**config.mk**
```make
export PLATFORM = sky130hd
export DESIGN_NAME = tmblt_front_flat
export DESIGN_NICKNAME = d
export VERILOG_FILES = /design/src/rtl/tmblt_pkg.sv /design/src/rtl/tmblt_if.sv /design/src/rtl/tmblt_front.sv /design/src/flat_wrapper.sv
export SDC_FILE = /design/constraint.sdc
export NUM_CORES = 1
export LEC_CHECK = 0
export BUFFER_PORTS_ARGS = -buffer_cell sky130_fd_sc_hd__buf_2
export CAP_MARGIN = 20
export CELL_PAD_IN_SITES_DETAIL_PLACEMENT = 1
export CELL_PAD_IN_SITES_GLOBAL_PLACEMENT = 1
export CORE_MARGIN = 2
export CORE_UTILIZATION = 46
export CTS_BUF_LIST = sky130_fd_sc_hd__clkbuf_4
export DETAILED_ROUTE_END_ITERATION = 12
export GPL_TIMING_DRIVEN = 0
export PLACE_DENSITY = 0.85
export SETUP_SLACK_MARGIN = 0.3
export SLEW_MARGIN = 5
export SYNTH_ARGS = -nofsm -noshare
export SYNTH_HDL_FRONTEND = slang
export SYNTH_SLANG_ARGS = --single-unit
```
**constraint.sdc**
```tcl
create_clock -name clk_i -period 5.4 [get_ports clk_i]
set_input_delay 0.54 -clock clk_i [delete_from_list [all_inputs] [get_ports clk_i]]
set_output_delay 0.54 -clock clk_i [all_outputs]
set_load 0.02 [all_outputs]
```
**src/rtl/tmblt_pkg.sv**
```systemverilog
// ----------------------------------------------------------------------------
// tmblt_pkg
// Shared types and constants of the two-mode bucket lock table.
// ----------------------------------------------------------------------------
package tmblt_pkg;

  localparam int unsigned Sets      = 1024;
  localparam int unsigned Ways      = 4;
  localparam int unsigned CountBits = 32;
  localparam int unsigned SetBits   = (Sets > 1) ? $clog2(Sets) : 1;
  localparam int unsigned WayBits   = (Ways > 1) ? $clog2(Ways) : 1;
  localparam int unsigned RowBits   = Ways * (64 + CountBits);

  // command codes
  localparam logic [1:0] CmdLock    = 2'd0;
  localparam logic [1:0] CmdRelease = 2'd1;
  localparam logic [1:0] CmdQuery   = 2'd2;

  // result reason codes
  localparam logic [2:0] RsnOk        = 3'd0;
  localparam logic [2:0] RsnOtherMode = 3'd1;
  localparam logic [2:0] RsnSetFull   = 3'd2;
  localparam logic [2:0] RsnLimit     = 3'd3;
  localparam logic [2:0] RsnNotFound  = 3'd4;
  localparam logic [2:0] RsnMismatch  = 3'd5;

  typedef logic signed [CountBits-1:0] count_t;

  typedef struct packed {
    logic [1:0]         cmd;
    logic [63:0]        key;
    logic [SetBits-1:0] set;
    logic               mode;
  } req_t;

  typedef struct packed {
    logic       granted;
    logic [2:0] reason;
    logic       wake;
  } rsp_t;

endpackage

```
**src/rtl/tmblt_if.sv**
```systemverilog
// ----------------------------------------------------------------------------
// tmblt_req_if / tmblt_rsp_if
// Valid/ready channels for request and response words.
// ----------------------------------------------------------------------------
interface tmblt_req_if;
  logic        valid;
  logic        ready;
  logic [1:0]  cmd;
  logic [63:0] key;
  logic [9:0]  set_index;
  logic        mode;
  modport source (output valid, cmd, key, set_index, mode, input ready);
  modport sink   (input valid, cmd, key, set_index, mode, output ready);
endinterface


```
**src/rtl/tmblt_front.sv**
```systemverilog
// ----------------------------------------------------------------------------
// tmblt_front
// Accepts request words, folds the set index and queues them for the back end.
// ----------------------------------------------------------------------------
module tmblt_front (
  input  logic            clk_i,
  input  logic            rst_ni,
  tmblt_req_if.sink       req,
  output tmblt_pkg::req_t fifo_data_o,
  output logic            fifo_valid_o,
  input  logic            fifo_pop_i
);
  import tmblt_pkg::*;

  localparam int unsigned Depth = 2;

  req_t               ent_q [Depth];
  logic               wp_q, rp_q;
  logic [1:0]         cnt_q;
  logic               push;
  req_t               in_w;
  logic [SetBits-1:0] folded;

  // set index modulo table size
  assign folded = SetBits'(req.set_index % Sets);

  always_comb begin
    in_w.cmd  = req.cmd;
    in_w.key  = req.key;
    in_w.set  = folded;
    in_w.mode = req.mode;
  end

  assign req.ready    = (cnt_q != 2'd2);
  assign push         = req.valid && req.ready;
  assign fifo_valid_o = (cnt_q != 2'd0);
  assign fifo_data_o  = ent_q[rp_q];

  // queue storage
  always_ff @(posedge clk_i) begin
    if (push) begin
      ent_q[wp_q] <= in_w;
    end
  end

  // queue pointers
  always_ff @(posedge clk_i or negedge rst_ni) begin
    if (!rst_ni) begin
      wp_q  <= 1'b0;
      rp_q  <= 1'b0;
      cnt_q <= 2'd0;
    end else begin
      if (push) wp_q <= ~wp_q;
      if (fifo_pop_i) rp_q <= ~rp_q;
      cnt_q <= cnt_q + 2'(push) - 2'(fifo_pop_i);
    end
  end

endmodule

```
**src/flat_wrapper.sv**
```systemverilog
// flat-port wrapper written by rule: the top's interface ports become plain ports
module tmblt_front_flat import tmblt_pkg::*;
  (clk_i, rst_ni, fifo_data_o, fifo_valid_o, fifo_pop_i, req_valid, req_cmd, req_key, req_set_index, req_mode, req_ready);
  tmblt_req_if req_i ();
  input  logic clk_i;
  input  logic rst_ni;
  output tmblt_pkg::req_t fifo_data_o;
  output logic fifo_valid_o;
  input  logic fifo_pop_i;
  input wire logic [$bits(req_i.valid)-1:0] req_valid;
  input wire logic [$bits(req_i.cmd)-1:0] req_cmd;
  input wire logic [$bits(req_i.key)-1:0] req_key;
  input wire logic [$bits(req_i.set_index)-1:0] req_set_index;
  input wire logic [$bits(req_i.mode)-1:0] req_mode;
  output wire logic [$bits(req_i.ready)-1:0] req_ready;
  assign req_i.valid = req_valid;
  assign req_i.cmd = req_cmd;
  assign req_i.key = req_key;
  assign req_i.set_index = req_set_index;
  assign req_i.mode = req_mode;
  assign req_ready = req_i.ready;
  tmblt_front u_core (.clk_i(clk_i), .rst_ni(rst_ni), .req(req_i), .fifo_data_o(fifo_data_o), .fifo_valid_o(fifo_valid_o), .fifo_pop_i(fifo_pop_i));
endmodule
```
==> flow_metrics.py, run 1 <==
metrics = {
    "grt": {
        "grt_pass1_wl_um": 17100,
        "grt_max_degree": 44,
        "grt_remaining_overflow": 0,
        "grt_use_total_pct": 17.5,
        "antenna_found_initial": 1,
        "met3_usage_pct": 6.28,
        "grt_pass1_vias": 3402,
        "globalRouteMet1Util_pct": 18.3,
        "top_usage_layer": "met2",
        "grt_use_met2_pct": 31.8,
    },
    "setup_path": {
        "cp-start-kind": "flip-flop",
        "critical_path.max_fanout": 10,
        "end_kind": "output pin",
        "required_ps": 4860,
        "crit_type": "flip-flop to output pin",
        "arrival_ps": 1860,
    },
    "timing": {
        "fin_crit_sh_pct": 44.4,
        "fin_crit_ps": 2400,
        "hold_viol": 0,
        "fin_skew_ps": 9.13,
        "slew_violations": 0,
        "rsz0062_at_grt": "false",
        "relSlewSlack_pct": 56.7,
        "fmax_mhz": 417,
        "worst_pin_slew_ps": 648,
        "setup_violations": 0,
    },
    "drt": {
        "post_drt_wl_per_cell_um": 18.5,
        "wirelength_um": 11600,
        "first_pass_iters": 4,
        "drt-vias-per-instance": 4.80,
        "antenna_left": 0,
        "route.detailed.drc": 0,
        "via_count": 3006,
        "drtIter0Drc": 153,
    },
    "finish": {
        "final_nets": 522,
        "drive_above_1_share_pct": 61.8,
        "area_delta_synth_final_pct": 23.8,
        "stdcell_count": 626,
    },
    "synthesis": {
        "yosysTopAreaCellShare_pct": 79.3,
        "yosysSeqAreaShare_pct": 81.0,
        "ys_warn_count": 0,
        "synth_area_um2": 5830,
        "syn_inst": 258,
        "synth.ff_latch_count": 158,
        "synth.area.top_cells": "edfxtp_1 (79%), mux2_2 (11%), mux2_4 (5.1%)",
        "syn_area_per_cell_um2": 22.6,
        "synthDistinctLibCells": 17,
        "synth_edf_count": 154,
        "synth_fp_nets": 340,
        "synth.most_common_cell": "edfxtp_1",
        "netlist.top_cell.by_area": "edfxtp_1",
        "synth_common_cells": "edfxtp_1 (154), mux2_2 (57), mux2_4 (20)",
        "ys.flop_type": "edfxtp_1",
        "async_reset_ff_share_pct": 2.53,
    },
    "power": {
        "p_leak_nw": 2.76,
        "finalPower_mw": 3.92,
        "cellPowerDensity_nw_per_um2": 543,
        "ir_drop_mv": 0.322,
    },
    "die": {
        "die_y_um": 117,
        "start_util_pct": 46.6,
        "fp.dieArea_um2": 13600,
        "core_region_area_um2": 12500,
        "die_x_um": 117,
        "ioPinCount": 160,
        "rows": 41,
    },
    "clock_tree": {
        "cts_tree": "done",
        "worst_skew_pair.late_latency_ps": 540,
        "htreeDepth": 4,
        "root_buffer": "clkbuf_4",
        "path_clk_slew_ps": 120,
        "clock_sinks": 158,
        "cts_max_path_buffers": 2,
        "cts.repair.resized": 0,
        "numCtsBuffers": 17,
    },
    "placed_design": {
        "io_buffers": 159,
        "gp_congestion": 0.703,
        "dp.cells": 592,
        "dp.final_hpwl_um": 8340,
    },
    "outcome": {
        "status": "completed",
    },
    "worst_hold_path": {
        "min_path_type": "input port to flip-flop",
    },
    "run": {
        "max-cap-violations": 0,
    },
}
## state kept, by name (all words and copies together), names as in the netlist
register,cells
u_core.ent_q,154
u_core.cnt_q,2
u_core.wp_q,1
u_core.rp_q,1
## logic make-up after synthesis
logic type	after synthesis	share of synthesized area, %
fa+ha+maj	1	0.214
buf+inv	10	1.27
simple gates	7	0.622
xor+xnor	4	0.601
mux	78	16.3
flops	158	81.0
## worst max-delay path, cell delays in order (launching register included)
cell and delay, ps:
dfrtp_1 350, buf_6 130, buf_2 290, mux2_2 380
buf_2 170
## final cells by class
| type | count | area (um2) |
|---|---|---|
| fillers | 1200 | 5300 |
| clock buffers | 19 | 143 |
| plain buffers | 9 | 70.1 |
| diodes | 1 | 2.50 |
| repair buffers | 163 | 866 |
| multi-input cells | 90 | 1050 |
| flip-flops and latches | 158 | 4720 |
| inverters | 1 | 3.75 |
| well taps | 172 | 215 |
| clock inverters | 13 | 148 |
## per-stage QoR
stage | setup slack, ps | util (%) | setup TNS (ps) | hold WS (ps) | area, um2
CTS | 2900 | 57.7 | 0 | 113 | 7220
global placement | -737 | 54.7 | -56390 | 349 | 6850
global route | 2880 | 57.7 | 0 | 119 | 7220
floorplan | 899 | - | 0 | 244 | 5830
detailed placement | 3410 | 55.3 | 0 | 356 | 6920
finish | 3000 | 57.7 | 0 | 171 | 7220
## cell usage in the layout (no fill, tap or decap), types with 3 or more instances in the layout
| cell type | n |
|---|---|
| buf_2 | 164 |
| clkinv_1 | 3 |
| dfrtp_1 | 4 |
| buf_12 | 3 |
| mux2_4 | 20 |
| edfxtp_1 | 154 |
| clkinv_2 | 3 |
| clkinvlp_4 | 3 |
| bufinv_16 | 3 |
| clkbuf_4 | 19 |
| buf_6 | 4 |
| mux2_2 | 57 |
## routing by layer
layer,wire [um],vias to the layer above
met3,851,19
met4,220,0
li1,-,1387
met5,0,-
met1,4320,1488
met2,6220,112
## repair_timing
action                                  CTS  global route
endpoints found under the setup margin    0             0
buffers inserted                          0             0
hold buffers                              1             0
hold endpoints to repair                  4             0
## worst paths after layout
| path | startpoint | end | slack (ps) | depth (start not counted) |
|---|---|---|---|---|
| setup / recovery | u_core.rp_q | fifo_data_o[39] | 3000 | 4 |
| hold / removal | req_key[0] | u_core.ent_q[1][11] | 170 | 1 |
| setup reg to reg | u_core.cnt_q[0] | u_core.ent_q[0][40] | 3530 | 4 |
| hold reg to reg | u_core.wp_q | u_core.wp_q | 570 | 1 |
| max in group asynchronous | rst_ni | u_core.rp_q | 4950 | 2 |
| min in group asynchronous | rst_ni | u_core.cnt_q[1] | 320 | 2 |
## report_power, final
group          leakage (nW)  internal, mW  total, mW  switching, mW
Clock                 0.151         0.324      0.712          0.388
Sequential             1.48          1.67       1.74         0.0726
Combinational          1.13         0.604       1.47          0.861
Total                  2.76          2.60       3.92           1.32
Power figures use the tool's default switching activity.
==> inputs of run 2 (changes only) <==
--- a/config.mk
+++ b/config.mk
@@ -10,11 +10,11 @@
 export CELL_PAD_IN_SITES_DETAIL_PLACEMENT = 1
 export CELL_PAD_IN_SITES_GLOBAL_PLACEMENT = 1
 export CORE_MARGIN = 2
-export CORE_UTILIZATION = 46
+export CORE_UTILIZATION = 41
 export CTS_BUF_LIST = sky130_fd_sc_hd__clkbuf_4
 export DETAILED_ROUTE_END_ITERATION = 12
 export GPL_TIMING_DRIVEN = 0
-export PLACE_DENSITY = 0.85
+export PLACE_DENSITY = 0.81
 export SETUP_SLACK_MARGIN = 0.3
 export SLEW_MARGIN = 5
 export SYNTH_ARGS = -nofsm -noshare
==> constraint.sdc (replaced) <==
create_clock -name clk_i -period 2.09 [get_ports clk_i]
set_input_delay 0.209 -clock clk_i [delete_from_list [all_inputs] [get_ports clk_i]]
set_output_delay 0.209 -clock clk_i [all_outputs]
set_load 0.02 [all_outputs]
==> flow_metrics.py, run 2 (same netlist as run 1, synthesis figures left out) <==
metrics = {
    "clock_tree": {
        "cts_tree": "done",
        "cts_max_path_buffers": 2,
        "worst_skew_pair.late_latency_ps": 560,
        "path_clk_slew_ps": 130,
        "htreeDepth": 4,
        "clock_sinks": 158,
        "root_buffer": "clkbuf_4",
        "numCtsBuffers": 17,
    },
    "timing": {
        "fmax_mhz": 496,
        "relSlewSlack_pct": 68.8,
        "fin_crit_sh_pct": 96.5,
        "fin_skew_ps": 21.5,
        "hold_viol": 0,
        "setup_ws_ps": 72.1,
        "fin_crit_ps": 2020,
        "worst_pin_slew_ps": 467,
        "rsz0062_at_grt": "true",
        "slew_violations": 0,
        "setup_violations": 0,
    },
    "power": {
        "combPwrFrac_pct": 44.6,
        "p_leak_nw": 3.32,
        "seq_power_share_pct": 39.6,
        "p_clk_share_pct": 15.7,
        "p_switching_mw": 3.82,
        "cellPowerDensity_nw_per_um2": 1340,
        "swShare_pct": 33.4,
        "ir_drop_mv": 0.944,
        "cell_internal_pwr_mw": 7.62,
    },
    "finish": {
        "largest-register": "u_core.ent_q",
        "layout_commonest_cell": "edfxtp_1",
        "area_delta_synth_final_pct": 46.9,
        "final_nets": 610,
        "nFillCells": 1236,
        "reg.largest.list": "u_core.ent_q: 154 flops, u_core.cnt_q: 2 flops",
        "post-route-util_pct": 61.7,
        "drive_above_1_share_pct": 53.8,
        "final_cell_mix": "edfxtp_1 (154), buf_2 (112), dlygate4sd3_1 (81), mux2_2 (49), buf_6 (47)",
        "largest_reg_flops": 154,
    },
    "setup_path": {
        "required_ps": 1880,
        "cp-start-kind": "flip-flop",
        "arrival_ps": 1810,
        "end_kind": "output pin",
        "critical_path.max_fanout": 6,
        "crit_type": "flip-flop to output pin",
    },
    "outcome": {
        "status": "completed",
    },
    "drt": {
        "via_count": 3406,
        "first_pass_iters": 4,
        "antenna_left": 0,
        "drtIter0Drc": 188,
        "drt-vias-per-instance": 4.72,
        "post_drt_wl_per_cell_um": 19.2,
        "wirelength_um": 13900,
        "route.detailed.drc": 0,
    },
    "placed_design": {
        "io_buffers": 159,
        "gp_congestion": 0.665,
        "dp.final_hpwl_um": 7720,
        "dp_slack_ps": 288,
    },
    "grt": {
        "grt_max_degree": 40,
        "grt_remaining_overflow": 0,
        "antenna_found_initial": 0,
        "grt_pass1_wl_um": 20500,
        "grt_pass1_vias": 3806,
        "grt_use_total_pct": 18.9,
    },
    "die": {
        "start_util_pct": 42.0,
        "fp.dieArea_um2": 15200,
        "ioPinCount": 160,
        "die_x_um": 123,
        "rows": 43,
        "core_region_area_um2": 13900,
        "die_y_um": 123,
    },
    "worst_hold_path": {
        "min_path_type": "input port to flip-flop",
    },
    "run": {
        "max-cap-violations": 0,
    },
}
## run 2: cell types whose count changed in the layout (fill, tap and decap cells not counted), moves of 2 or more
cell / before / now
dlygate4sd3_1: 1 / 81
buf_2: 164 / 112
buf_6: 4 / 47
buf_12: 3 / 11
mux2_2: 57 / 49
mux2_4: 20 / 28
buf_4: 0 / 4
inv_6: 0 / 3
buf_16: 0 / 2
buf_8: 0 / 2
clkinv_2: 3 / 1
## run 2: final cells by class
type / instances / area (um2) / area share, %
Antenna cell: 1 / 2.50 / 0.0292
Buffer: 9 / 166 / 1.94
Clock buffer: 18 / 135 / 1.58
Clock inverter: 14 / 141 / 1.65
Inverter: 1 / 3.75 / 0.0438
Multi-Input combinational cell: 91 / 1100 / 12.8
Sequential cell: 158 / 4730 / 55.1
Tap cell: 180 / 225 / 2.63
Timing Repair Buffer: 250 / 2070 / 24.1
## run 2: through the flow
| step | hold slack, ps | std cells | instance area (um2) | setup TNS, ps | power (mW) |
|---|---|---|---|---|---|
| floorplan | -86.6 | 258 | 5860 | -7000 | 7.18 |
| global placement | 18.2 | 597 | 6880 | -76040 | 8.26 |
| detailed placement | 22.7 | 600 | 6940 | 0 | 8.44 |
| CTS | 291 | 721 | 8470 | -61.4 | 11.3 |
| global route | 295 | 721 | 8570 | -2310 | 12.0 |
| finish | 366 | 722 | 8570 | 0 | 11.4 |
## run 2: worst max-delay path, stage by stage (launching register included)
cell     delay (ps)
dfrtp_1         390
buf_6           130
buf_12          150
buf_8           140
mux2_4          310
buf_6           140
## run 2: power groups by stage
stage	sequential, mW	clock [mW]	combinational (mW)
after floorplan	4.53	0	2.65
after global placement	4.57	0	3.69
after detailed placement	4.58	0	3.85
after CTS	4.52	1.85	4.92
after global routing	4.59	1.98	5.41
final	4.54	1.80	5.11
## run 2: metal layers
metal	vias up	part of all wire, %	GRT usage, %
li1	1571	-	-
met1	1698	36	19.4
met2	117	57	35.1
met3	20	5.2	6.55
met4	0	1.8	7.03
met5	-	0	0
## run 2: final timing paths
| check | from | to | slack (ps) | cells past startpoint |
|---|---|---|---|---|
| max in group asynchronous | rst_ni | u_core.cnt_q[1] | 1360 | 3 |
| min reg2reg | u_core.wp_q | u_core.wp_q | 670 | 1 |
| min | req_key[49] | u_core.ent_q[1][60] | 370 | 2 |
| max | u_core.rp_q | fifo_data_o[76] | 70 | 5 |
| min in group asynchronous | rst_ni | u_core.wp_q | 520 | 3 |
| max reg2reg | u_core.cnt_q[0] | u_core.ent_q[1][54] | 420 | 3 |
## run 2: what timing repair did
| action | in CTS | in global routing |
|---|---|---|
| endpoints found under the setup margin | 176 | 78 |
| resized for setup | 103 | 28 |
| hold buffers | 81 | 0 |
| cloned | 3 | 0 |
| buffers inserted | 5 | 0 |
| pin swaps | 1 | 0 |
| hold endpoints to repair | 161 | 0 |
